$ cat config.mk
export PLATFORM = sky130hd
export DESIGN_NAME = row_box_blur_edge_clamp_top
export DESIGN_NICKNAME = d
export VERILOG_FILES = /design/src/rtl/rbb_pkg.sv /design/src/rtl/row_box_blur_edge_clamp_top.sv /design/src/rtl/rbb_lane.sv /design/src/rtl/rbb_ctrl.sv /design/src/rtl/rbb_merge.sv
export SDC_FILE = /design/constraint.sdc
export NUM_CORES = 2
export LEC_CHECK = 0
export BUFFER_PORTS_ARGS = -buffer_cell sky130_fd_sc_hd__buf_4
export CORE_ASPECT_RATIO = 0.75
export CORE_UTILIZATION = 54
export DETAILED_ROUTE_END_ITERATION = 10
export GPL_ROUTABILITY_DRIVEN = 0
export GPL_TIMING_DRIVEN = 1
export HOLD_SLACK_MARGIN = 0.12
export PLACE_DENSITY = 0.7
export SLEW_MARGIN = 5
export SYNTH_ARGS = -nofsm -noshare
export SYNTH_HDL_FRONTEND = slang
export SYNTH_SLANG_ARGS = --single-unit
$ cat constraint.sdc
create_clock -name clk -period 8.3 [get_ports clk]
set_input_delay 1.66 -clock clk [delete_from_list [all_inputs] [get_ports clk]]
set_output_delay 1.66 -clock clk [all_outputs]
set_load 0.01 [all_outputs]
$ cat src/rtl/rbb_pkg.sv
// Shared widths, register codes and control structs for the row box blur.
package rbb_pkg;

  localparam int PIX_W          = 8;
  localparam int NUM_LANES      = 3;
  localparam int RADIUS_W       = 5;
  localparam int WIDTH_W        = 13;
  localparam int COL_W          = 12;  // column counter, wraps at 4096
  localparam int APB_DW         = 32;
  localparam int APB_AW         = 3;
  localparam int QB_IW          = $clog2(PIX_W);
  localparam int DEF_MAX_RADIUS = 31;
  localparam int DEF_MAX_WIDTH  = 4096;

  localparam logic [RADIUS_W-1:0] RADIUS_RST    = 5'd1;
  localparam logic [WIDTH_W-1:0]  ROW_WIDTH_RST = 13'd64;

  typedef enum logic [0:0] {
    REG_RADIUS    = 1'b0,
    REG_ROW_WIDTH = 1'b1
  } reg_idx_t;

  // sequencer -> lanes
  typedef struct packed {
    logic             wr;
    logic             first_wr;
    logic             tap_vld;
    logic             tap_first;
    logic             acc_clr;
    logic             div_step;
    logic [QB_IW-1:0] div_bit;
  } lane_ctl_t;

  // sequencer -> merge stage
  typedef struct packed {
    logic load;
    logic row_end;
  } res_ctl_t;

endpackage

$ cat src/rtl/row_box_blur_edge_clamp_top.sv
// Top level of the row box blur with replicated row edges.
//
//  channel  handshake             payload
//  -------  --------------------  ---------------------------------------------
//  cfg      psel/penable/pready   paddr, pwdata -> radius (0x0), row_width (0x4)
//  in       in_valid/in_ready     in_blue_in, in_green_in, in_red_in
//  out      out_valid/out_ready   out_blue_out, out_green_out, out_red_out,
//                                 out_row_end
//
// Each result that an input releases is formed in order from 2r+1 taps
// (r the effective radius) through the single read port of each lane's
// window store, a flush for the last read, eight divide steps and a hand-over
// to the output register.
// Reset (synchronous, rst_n low) clears the sequencer, the column count and
// the output valid, and sets radius to 1 and row_width to 64. The window
// store is not cleared: only columns already written in the current row are read.
// out_ready low holds the output register; the next result is finished and
// waits, and in_ready stays low until the last result of an item is handed over.
module row_box_blur_edge_clamp_top #(
  parameter int MAX_RADIUS = rbb_pkg::DEF_MAX_RADIUS,
  parameter int MAX_WIDTH  = rbb_pkg::DEF_MAX_WIDTH
) (
  input  logic                        clk,
  input  logic                        rst_n,
  // configuration
  input  logic                        psel,
  input  logic                        penable,
  input  logic                        pwrite,
  input  logic [rbb_pkg::APB_AW-1:0]  paddr,
  input  logic [rbb_pkg::APB_DW-1:0]  pwdata,
  output logic [rbb_pkg::APB_DW-1:0]  prdata,
  output logic                        pready,
  // pixels in
  input  logic                        in_valid,
  output logic                        in_ready,
  input  logic [rbb_pkg::PIX_W-1:0]   in_blue_in,
  input  logic [rbb_pkg::PIX_W-1:0]   in_green_in,
  input  logic [rbb_pkg::PIX_W-1:0]   in_red_in,
  // averages out
  output logic                        out_valid,
  input  logic                        out_ready,
  output logic [rbb_pkg::PIX_W-1:0]   out_blue_out,
  output logic [rbb_pkg::PIX_W-1:0]   out_green_out,
  output logic [rbb_pkg::PIX_W-1:0]   out_red_out,
  output logic                        out_row_end
);
  import rbb_pkg::*;

  // Window store depth is the next power of two above 2*MAX_RADIUS+1, so the
  // column's low bits address it directly.
  localparam int NMAX  = 2 * MAX_RADIUS + 1;
  localparam int AW    = $clog2(NMAX + 1);
  // 2*sum+n peaks just below 2^(PIX_W+1) * n
  localparam int ACC_W = $clog2(((1 << (PIX_W + 1)) - 1) * NMAX + 1);
  localparam int DW    = $clog2(2 * NMAX + 1);

  logic [RADIUS_W-1:0] radius_r, radius_nxt;
  logic [WIDTH_W-1:0]  row_width_r, row_width_nxt;
  reg_idx_t            reg_idx;
  logic                cfg_wr;

  lane_ctl_t                       lane_ctl;
  res_ctl_t                        res;
  logic [AW-1:0]                   mem_addr;
  logic [DW-1:0]                   dvs;
  logic                            merge_free;
  logic [NUM_LANES-1:0][PIX_W-1:0] pix;
  logic [NUM_LANES-1:0][PIX_W-1:0] lane_q;
  logic [NUM_LANES-1:0][PIX_W-1:0] out_pix;

  // ---------------------------------------------------------------- registers
  assign pready  = 1'b1;
  assign reg_idx = reg_idx_t'(paddr[APB_AW-1:2]);
  assign cfg_wr  = psel && penable && pwrite;

  always_comb begin
    radius_nxt    = radius_r;
    row_width_nxt = row_width_r;
    if (cfg_wr) begin
      case (reg_idx)
        REG_RADIUS:    radius_nxt    = pwdata[RADIUS_W-1:0];
        REG_ROW_WIDTH: row_width_nxt = pwdata[WIDTH_W-1:0];
        default: begin
        end
      endcase
    end
  end

  always_ff @(posedge clk) begin
    if (!rst_n) begin
      radius_r    <= RADIUS_RST;
      row_width_r <= ROW_WIDTH_RST;
    end else begin
      radius_r    <= radius_nxt;
      row_width_r <= row_width_nxt;
    end
  end

  always_comb begin
    case (reg_idx)
      REG_RADIUS:    prdata = APB_DW'(radius_r);
      REG_ROW_WIDTH: prdata = APB_DW'(row_width_r);
      default:       prdata = '0;
    endcase
  end

  // ---------------------------------------------------------------- sequencer
  rbb_ctrl #(
    .MAX_RADIUS (MAX_RADIUS),
    .MAX_WIDTH  (MAX_WIDTH),
    .AW         (AW),
    .DW         (DW)
  ) u_ctrl (
    .clk        (clk),
    .rst_n      (rst_n),
    .in_valid   (in_valid),
    .in_ready   (in_ready),
    .radius     (radius_r),
    .row_width  (row_width_r),
    .merge_free (merge_free),
    .ctl        (lane_ctl),
    .mem_addr   (mem_addr),
    .dvs        (dvs),
    .res        (res)
  );

  // ---------------------------------------------------------------- lanes
  // lane 0 blue, lane 1 green, lane 2 red
  assign pix[0] = in_blue_in;
  assign pix[1] = in_green_in;
  assign pix[2] = in_red_in;

  for (genvar g = 0; g < NUM_LANES; g++) begin : g_lane
    rbb_lane #(
      .AW    (AW),
      .ACC_W (ACC_W),
      .DW    (DW)
    ) u_lane (
      .clk      (clk),
      .rst_n    (rst_n),
      .ctl      (lane_ctl),
      .mem_addr (mem_addr),
      .pix_in   (pix[g]),
      .dvs      (dvs),
      .quo      (lane_q[g])
    );
  end

  // ---------------------------------------------------------------- merge
  rbb_merge u_merge (
    .clk         (clk),
    .rst_n       (rst_n),
    .res         (res),
    .lane_q      (lane_q),
    .free        (merge_free),
    .out_valid   (out_valid),
    .out_ready   (out_ready),
    .out_pix     (out_pix),
    .out_row_end (out_row_end)
  );

  assign out_blue_out  = out_pix[0];
  assign out_green_out = out_pix[1];
  assign out_red_out   = out_pix[2];

  // ---------------------------------------------------------------- checks
  // a result is only loaded when the output register is free or draining
  a_load_free: assert property (@(posedge clk) disable iff (!rst_n)
    res.load |-> (!out_valid || out_ready))
    else $error("result loaded over an untaken output");

  // no lane activity while the block offers to take a pixel
  a_idle_quiet: assert property (@(posedge clk) disable iff (!rst_n)
    in_ready |-> !(lane_ctl.tap_vld || lane_ctl.div_step || res.load))
    else $error("lane busy while input ready");

  // a new window sum never starts on top of taps still in flight
  a_fresh_sum: assert property (@(posedge clk) disable iff (!rst_n)
    lane_ctl.acc_clr |-> !$past(lane_ctl.tap_vld))
    else $error("accumulator cleared during a tap run");

endmodule

$ cat src/rtl/rbb_lane.sv
// One colour channel: window store, first pixel, tap accumulator and bit-serial divider.
module rbb_lane #(
  parameter int AW    = 6,
  parameter int ACC_W = 15,
  parameter int DW    = 7
) (
  input  logic                      clk,
  input  logic                      rst_n,
  input  rbb_pkg::lane_ctl_t        ctl,
  input  logic [AW-1:0]             mem_addr,
  input  logic [rbb_pkg::PIX_W-1:0] pix_in,
  input  logic [DW-1:0]             dvs,
  output logic [rbb_pkg::PIX_W-1:0] quo
);
  import rbb_pkg::*;

  localparam int DEPTH = 1 << AW;

  logic [PIX_W-1:0] mem [DEPTH];
  logic [PIX_W-1:0] rd_q_r;
  logic [PIX_W-1:0] first_r;
  logic             tap_vld_r;
  logic             tap_first_r;
  logic [ACC_W-1:0] acc_r, acc_nxt;
  logic [PIX_W-1:0] quo_r, quo_nxt;
  logic [ACC_W-1:0] trial;
  logic [PIX_W-1:0] tap;

  always_ff @(posedge clk) begin
    if (ctl.wr) begin
      mem[mem_addr] <= pix_in;
    end
    rd_q_r <= mem[mem_addr];
  end

  always_ff @(posedge clk) begin
    if (ctl.first_wr) begin
      first_r <= pix_in;
    end
  end

  // read data lands in the cycle after the address
  always_ff @(posedge clk) begin
    if (!rst_n) begin
      tap_vld_r   <= 1'b0;
      tap_first_r <= 1'b0;
    end else begin
      tap_vld_r   <= ctl.tap_vld;
      tap_first_r <= ctl.tap_first;
    end
  end

  assign tap   = tap_first_r ? first_r : rd_q_r;
  assign trial = ACC_W'(dvs) << ctl.div_bit;

  // acc starts at n and gathers 2*pixel, so it ends holding 2*sum+n
  always_comb begin
    acc_nxt = acc_r;
    quo_nxt = quo_r;
    if (ctl.acc_clr) begin
      acc_nxt = ACC_W'(dvs >> 1);
      quo_nxt = '0;
    end else if (tap_vld_r) begin
      acc_nxt = acc_r + ACC_W'({tap, 1'b0});
    end else if (ctl.div_step && (acc_r >= trial)) begin
      acc_nxt              = acc_r - trial;
      quo_nxt[ctl.div_bit] = 1'b1;
    end
  end

  always_ff @(posedge clk) begin
    acc_r <= acc_nxt;
    quo_r <= quo_nxt;
  end

  assign quo = quo_r;

endmodule

$ cat src/rtl/rbb_ctrl.sv
// Sequencer: column tracking, result positions, tap addresses and divide steps.
module rbb_ctrl #(
  parameter int MAX_RADIUS = 31,
  parameter int MAX_WIDTH  = 4096,
  parameter int AW         = 6,
  parameter int DW         = 7
) (
  input  logic                         clk,
  input  logic                         rst_n,
  input  logic                         in_valid,
  output logic                         in_ready,
  input  logic [rbb_pkg::RADIUS_W-1:0] radius,
  input  logic [rbb_pkg::WIDTH_W-1:0]  row_width,
  input  logic                         merge_free,
  output rbb_pkg::lane_ctl_t           ctl,
  output logic [AW-1:0]                mem_addr,
  output logic [DW-1:0]                dvs,
  output rbb_pkg::res_ctl_t            res
);
  import rbb_pkg::*;

  localparam int RW    = $clog2(MAX_RADIUS + 1);
  localparam int KW    = RW + 1;
  localparam int MX    = (COL_W > RW) ? COL_W : RW;
  localparam int SW    = MX + 3;
  localparam int CMP_W = (COL_W + 1 > WIDTH_W) ? COL_W + 1 : WIDTH_W;
  localparam int RC_W  = (RW > RADIUS_W) ? RW : RADIUS_W;
  localparam int AXW   = (COL_W > AW) ? COL_W : AW;

  typedef enum logic [4:0] {
    S_IDLE  = 5'b00001,
    S_ACC   = 5'b00010,
    S_FLUSH = 5'b00100,
    S_DIV   = 5'b01000,
    S_OUT   = 5'b10000
  } state_t;

  state_t           st_r, st_nxt;
  logic [COL_W-1:0] col_r, col_nxt;
  logic [COL_W-1:0] p_r, p_nxt;
  logic [COL_W-1:0] p_last_r, p_last_nxt;
  logic [COL_W-1:0] c_last_r, c_last_nxt;
  logic             end_row_r, end_row_nxt;
  logic [RW-1:0]    r_r, r_nxt;
  logic [KW-1:0]    k_r, k_nxt;
  logic [QB_IW-1:0] bit_r, bit_nxt;

  logic [RW-1:0]    r_eff;
  logic [CMP_W-1:0] w_eff;
  logic             row_end_in;
  logic             c_ge_r;
  logic             has_emit;
  logic [COL_W-1:0] c_minus_r;
  logic [COL_W-1:0] p_first;
  logic [COL_W-1:0] p_last;
  logic signed [SW-1:0] q;
  logic             q_over;
  logic [COL_W-1:0] tap_col;
  logic [AXW-1:0]   tap_ext;
  logic [AXW-1:0]   wr_ext;
  logic             last_pos;

  // effective register values
  always_comb begin
    if (RC_W'(radius) > RC_W'(MAX_RADIUS)) begin
      r_eff = RW'(MAX_RADIUS);
    end else begin
      r_eff = RW'(radius);
    end
    if (row_width == '0) begin
      w_eff = CMP_W'(1);
    end else if (CMP_W'(row_width) > CMP_W'(MAX_WIDTH)) begin
      w_eff = CMP_W'(MAX_WIDTH);
    end else begin
      w_eff = CMP_W'(row_width);
    end
  end

  assign row_end_in = (CMP_W'(col_r) + CMP_W'(1)) >= w_eff;
  assign c_ge_r     = SW'(col_r) >= SW'(r_eff);
  assign has_emit   = row_end_in || c_ge_r;
  assign c_minus_r  = col_r - COL_W'(r_eff);
  assign p_first    = (row_end_in && !c_ge_r) ? '0 : c_minus_r;
  assign p_last     = row_end_in ? col_r : c_minus_r;

  // tap column p+k-r, clamped to the row
  assign q       = $signed(SW'(p_r)) + $signed(SW'(k_r)) - $signed(SW'(r_r));
  assign q_over  = q > $signed(SW'(c_last_r));
  assign tap_col = q_over ? c_last_r : q[COL_W-1:0];
  assign tap_ext = AXW'(tap_col);
  assign wr_ext  = AXW'(col_r);

  assign mem_addr = (st_r == S_IDLE) ? wr_ext[AW-1:0] : tap_ext[AW-1:0];
  assign dvs      = DW'({r_r, 2'b10});
  assign last_pos = (p_r == p_last_r);

  always_comb begin
    st_nxt      = st_r;
    col_nxt     = col_r;
    p_nxt       = p_r;
    p_last_nxt  = p_last_r;
    c_last_nxt  = c_last_r;
    end_row_nxt = end_row_r;
    r_nxt       = r_r;
    k_nxt       = k_r;
    bit_nxt     = bit_r;
    ctl         = '0;
    res         = '0;
    in_ready    = 1'b0;
    case (st_r)
      S_IDLE: begin
        in_ready = 1'b1;
        if (in_valid) begin
          ctl.wr       = 1'b1;
          ctl.first_wr = (col_r == '0);
          col_nxt      = row_end_in ? '0 : col_r + COL_W'(1);
          if (has_emit) begin
            p_nxt       = p_first;
            p_last_nxt  = p_last;
            c_last_nxt  = col_r;
            end_row_nxt = row_end_in;
            r_nxt       = r_eff;
            k_nxt       = '0;
            st_nxt      = S_ACC;
          end
        end
      end
      S_ACC: begin
        ctl.tap_vld   = 1'b1;
        ctl.tap_first = q[SW-1];
        ctl.acc_clr   = (k_r == '0);
        if (k_r == {r_r, 1'b0}) begin
          st_nxt = S_FLUSH;
        end else begin
          k_nxt = k_r + KW'(1);
        end
      end
      S_FLUSH: begin
        bit_nxt = '1;
        st_nxt  = S_DIV;
      end
      S_DIV: begin
        ctl.div_step = 1'b1;
        ctl.div_bit  = bit_r;
        if (bit_r == '0) begin
          st_nxt = S_OUT;
        end else begin
          bit_nxt = bit_r - QB_IW'(1);
        end
      end
      S_OUT: begin
        if (merge_free) begin
          res.load    = 1'b1;
          res.row_end = end_row_r && last_pos;
          if (last_pos) begin
            st_nxt = S_IDLE;
          end else begin
            p_nxt  = p_r + COL_W'(1);
            k_nxt  = '0;
            st_nxt = S_ACC;
          end
        end
      end
      default: begin
        st_nxt = S_IDLE;
      end
    endcase
  end

  always_ff @(posedge clk) begin
    if (!rst_n) begin
      st_r  <= S_IDLE;
      col_r <= '0;
    end else begin
      st_r  <= st_nxt;
      col_r <= col_nxt;
    end
  end

  always_ff @(posedge clk) begin
    p_r       <= p_nxt;
    p_last_r  <= p_last_nxt;
    c_last_r  <= c_last_nxt;
    end_row_r <= end_row_nxt;
    r_r       <= r_nxt;
    k_r       <= k_nxt;
    bit_r     <= bit_nxt;
  end

endmodule

$ cat src/rtl/rbb_merge.sv
// Merge stage: gathers the lane quotients into one output register.
module rbb_merge (
  input  logic                                         clk,
  input  logic                                         rst_n,
  input  rbb_pkg::res_ctl_t                            res,
  input  logic [rbb_pkg::NUM_LANES-1:0][rbb_pkg::PIX_W-1:0] lane_q,
  output logic                                         free,
  output logic                                         out_valid,
  input  logic                                         out_ready,
  output logic [rbb_pkg::NUM_LANES-1:0][rbb_pkg::PIX_W-1:0] out_pix,
  output logic                                         out_row_end
);
  import rbb_pkg::*;

  logic                                vld_r;
  logic [NUM_LANES-1:0][PIX_W-1:0]     pix_r;
  logic                                end_r;

  assign free = !vld_r || out_ready;

  always_ff @(posedge clk) begin
    if (!rst_n) begin
      vld_r <= 1'b0;
    end else if (res.load) begin
      vld_r <= 1'b1;
    end else if (out_ready) begin
      vld_r <= 1'b0;
    end
  end

  always_ff @(posedge clk) begin
    if (res.load) begin
      pix_r <= lane_q;
      end_r <= res.row_end;
    end
  end

  assign out_valid   = vld_r;
  assign out_pix     = pix_r;
  assign out_row_end = end_r;

endmodule
==> results.cfg <==
[yosys]
syn_area_per_cell_um2 = 14.9
synth_edf_count = 1651
syn_inst = 4859
postSynth.asyncResetShare_pct = 0
ys_ff_latch = 1764
synth_cell_type_count = 83
synth_seq_area_share_pct = 71.4
synth_flop_cell = edfxtp_1
syn_area_mm2 = 0.0726
yosys_warnings = 0

[routing]
via_per_inst = 6.77
ant_nets = 0
wl_mm = 218
drt_first_pass_iters = 6
vias = 47500
drc = 0
routedWlPerCell_um = 31.1
drt_iter0_drc = 7629

[setup_path]
worstSetupStartpointType = flop
crit_arrival_ps = 8600
crit_slowest_cell = o21ai_0
crit_top_cell = a21oi_1
endpoint_kind = flop
cp_max_fo = 30
crit_type = reg2reg
cpPeakStageDelay_ps = 840
cp_top_family = compound AO/OA/AOI/OAI gates
crit_buf_inv = 5
worstPathRequired_ps = 8930

[layout]
regArea_mm2 = 0.0518
multi_input_area_mm2 = 0.0193
stdcell_area_mm2 = 0.0825
nFillCells = 9618
nets = 5291
instances_no_fill = 7009
layout-drive-gt1-share_pct = 17.9
syn_to_final_growth_pct = 13.7

[power]
power_leakage_nw = 27.3
combPwrFrac_pct = 45.3
p_switching_mw = 13.7
p_sw_share_pct = 41.5
p_per_area_mw_per_mm2 = 402
p_clk_share_pct = 22.7
p_seq_share_pct = 32.0
p_int_mw = 19.4
ir_worst_vdd_uv = 423

[timing]
skew_ps = 30.9
setup_tns_ps = 0
rsz0062_at_grt = false
finalMaxSlewViolations = 0
post-route-period-util_pct = 95.9
tightest_slew_ps = 1410
slew_headroom_pct = 6.10
min_period_ps = 7960
clock.fmax_mhz = 126
finalHoldViolCount = 0
setup_viol = 0
timing.hold.ws_ps = 433

[global_route]
antenna_found_initial = 9
use_met2_pct = 44.0
grt.busiest_layer = met1
use_met3_pct = 10.5
grt_pass1_wl_mm = 312
use_met1_pct = 47.5
grt.overflow.total = 0
track_usage_pct = 31.9
grt_pass1_vias = 44300
grt_max_degree = 72

[floorplan]
die_x_um = 425
io_pins = 126
die_area_mm2 = 0.136
num_rows = 116
initial_core_util_pct = 54.4
die-height_um = 319
core_area_mm2 = 0.133

[clock_network]
cts_tree = yes
cts.path.max_buffers = 3
cts_sinks = 1764
h-tree-depth = 4
cts_hold_buf = 0
clock_latency_ps = 820
root_buffer = clkbuf_16
cts_buffers = 165
path_clk_slew_ps = 70

[placed_design]
place_inst = 6689
dpl_cell_area_mm2 = 0.0770
portBuffers = 84
dp_hpwl_mm = 134

[min_path]
hp-class = reg2reg

[run]
maxCapViolCount = 0

[outcome]
run_status = completed
[cell usage in the layout (no fill, tap or decap), types with 21 or more instances in the layout]
master	n
nand4_1	108
dfxtp_1	112
a221oi_1	121
clkbuf_16	168
nor3_1	47
mux2_2	163
a21o_1	35
o21ai_0	178
a21boi_0	31
clkinv_2	37
nor2_2	71
and4_1	74
nand3_1	90
o22ai_1	23
and3_1	51
a222oi_1	27
nand2_1	291
ha_1	122
buf_4	327
a41oi_1	23
a22oi_1	335
and2_1	24
xor2_1	38
clkinv_1	37
a21oi_1	157
clkbuf_1	21
o211ai_1	22
xnor2_1	69
nor2_1	122
nor2b_1	34
inv_1	98
edfxtp_1	1651
a31oi_1	64
buf_12	47
a2111oi_0	27
mux2i_1	46
a211oi_1	26
[power by group through the flow]
stage                     Combinational (mW)  Sequential (mW)  Clock (mW)
after floorplan                         7.88             10.7           0
after global placement                  14.0             10.8           0
after detailed placement                14.2             10.8           0
after CTS                               14.3             10.6        7.56
after global routing                    15.4             10.6        7.89
final                                   15.0             10.6        7.53
[registers in the layout, indices dropped and copies added (netlist names)]
| name | cells |
|---|---|
| u_ctrl.st_r | 5 |
| g_lane.u_lane.mem | 1536 |
| u_ctrl.p_r | 12 |
| u_ctrl.bit_r | 3 |
| u_ctrl.col_r | 12 |
| u_ctrl.end_row_r | 1 |
| g_lane.u_lane.quo | 24 |
| u_ctrl.c_last_r | 12 |
| g_lane.u_lane.tap_vld_r | 1 |
| g_lane.u_lane.first_r | 24 |
| row_width_r | 13 |
| u_ctrl.r_r | 5 |
| u_ctrl.k_r | 6 |
| radius_r | 5 |
| u_merge.out_pix | 24 |
| g_lane.u_lane.tap_first_r | 1 |
| g_lane.u_lane.rd_q_r | 24 |
| u_ctrl.p_last_r | 12 |
| u_merge.out_row_end | 1 |
| g_lane.u_lane.acc_r | 42 |
| u_merge.out_valid | 1 |
[worst reg2reg max path, cell delays in order, from the launching register on]
cell,delay (ps)
edfxtp_1,610
fa_1,610
inv_1,40
ha_1,350
a21o_1,260
nor3_1,180
and2_1,180
nor2_1,90
a21o_1,210
a21oi_1,160
xnor2_1,140
ha_1,270
a21oi_1,220
a21oi_1,110
a2111oi_1,450
a21oi_1,220
a211oi_4,470
mux2_2,510
nor2_4,460
buf_4,360
nor3_4,80
buf_4,180
buf_4,160
buf_12,170
a22oi_1,200
nand2_1,80
o21ai_0,840
nand4_1,190
[stage by stage]
stage          util (%)  power [mW]  setup WS (ps)
4_1_cts            61.7        32.5            255
5_1_grt            61.8        33.9            103
6_report           61.8        33.1            336
3_5_place_dp       57.7        25.0            272
2_1_floorplan         -        18.6           1020
3_3_place_gp       57.7        24.8            449
[kinds of logic (layout without fill, tap and decap cells)]
| kind of cell | count (synthesis) | after routing | synth area share (%) |
|---|---|---|---|
| DFF | 1764 | 1764 | 71.4 |
| adders and majority gates | 131 | 131 | 2.35 |
| other | 2 | 25 | 0.0103 |
| and+or+nand+nor | 1010 | 1010 | 7.12 |
| buffers and inverters | 422 | 779 | 2.58 |
| AOI/OAI and AO/OA | 1206 | 1206 | 11.8 |
| xor gates and xnor gates | 107 | 107 | 1.29 |
| muxes | 217 | 217 | 3.40 |
[final timing paths]
check	from	end	slack [ps]	cells past startpoint
worst max-delay path	u_ctrl.r_r[4]	g_lane[2].u_lane.rd_q_r[2]	340	27
worst min-delay path	g_lane[2].u_lane.quo[1]	u_merge.out_pix[17]	430	0
worst max register to register	u_ctrl.r_r[4]	g_lane[2].u_lane.rd_q_r[2]	340	27
worst min register to register	g_lane[2].u_lane.quo[1]	u_merge.out_pix[17]	430	0
[cells in the mapped netlist (15+ instances only)]
master | count | area share [%]
a31o_2 | 20 | 0.24
a31oi_1 | 64 | 0.55
buf_4 | 26 | 0.27
nor2b_1 | 34 | 0.29
a2111oi_0 | 31 | 0.37
mux2i_1 | 47 | 0.65
xnor2_1 | 69 | 0.83
and4_1 | 74 | 0.89
o211ai_1 | 22 | 0.23
a41oi_1 | 23 | 0.28
a222oi_1 | 27 | 0.37
a221oi_1 | 121 | 1.5
and2_1 | 24 | 0.21
buf_1 | 18 | 0.093
mux2_2 | 163 | 2.5
nand4_1 | 108 | 0.93
nand3_1 | 91 | 0.63
a22oi_1 | 337 | 3.5
xor2_1 | 38 | 0.46
o21ai_0 | 178 | 1.2
a21oi_1 | 159 | 1.1
nand2_1 | 295 | 1.5
nand2b_1 | 15 | 0.13
and3_1 | 52 | 0.45
ha_1 | 122 | 2.1
nor3_1 | 57 | 0.39
nor2_1 | 196 | 1.0
clkbuf_1 | 150 | 0.78
buf_2 | 125 | 0.86
a21o_1 | 35 | 0.36
a211oi_1 | 27 | 0.28
a311oi_1 | 15 | 0.18
o22ai_1 | 23 | 0.20
edfxtp_1 | 1651 | 68
dfxtp_1 | 113 | 3.1
inv_1 | 98 | 0.51
a21boi_0 | 31 | 0.32
[repair_timing]
item	in CTS	in global routing
setup buffers	0	8
gates resized for setup	0	15
setup endpoints to repair	0	579
[cell type report]
| type | instances | share of cell area (%) |
|---|---|---|
| antenna | 5 | 0.0152 |
| clock buffer | 195 | 5.29 |
| clock inverter | 112 | 1.20 |
| inverter | 98 | 0.446 |
| multi-input combinational | 2691 | 23.4 |
| sequential | 1764 | 62.9 |
| tap | 1770 | 2.68 |
| timing repair buffer | 374 | 4.12 |
[per-layer routing]
metal / vias up / wire (um)
met2: 3413 / 90700
li1: 19800 / -
met3: 429 / 34200
met4: 10 / 7140
met5: - / 65
met1: 23800 / 85900
Note: power is estimated with default switching activity, not from simulation.
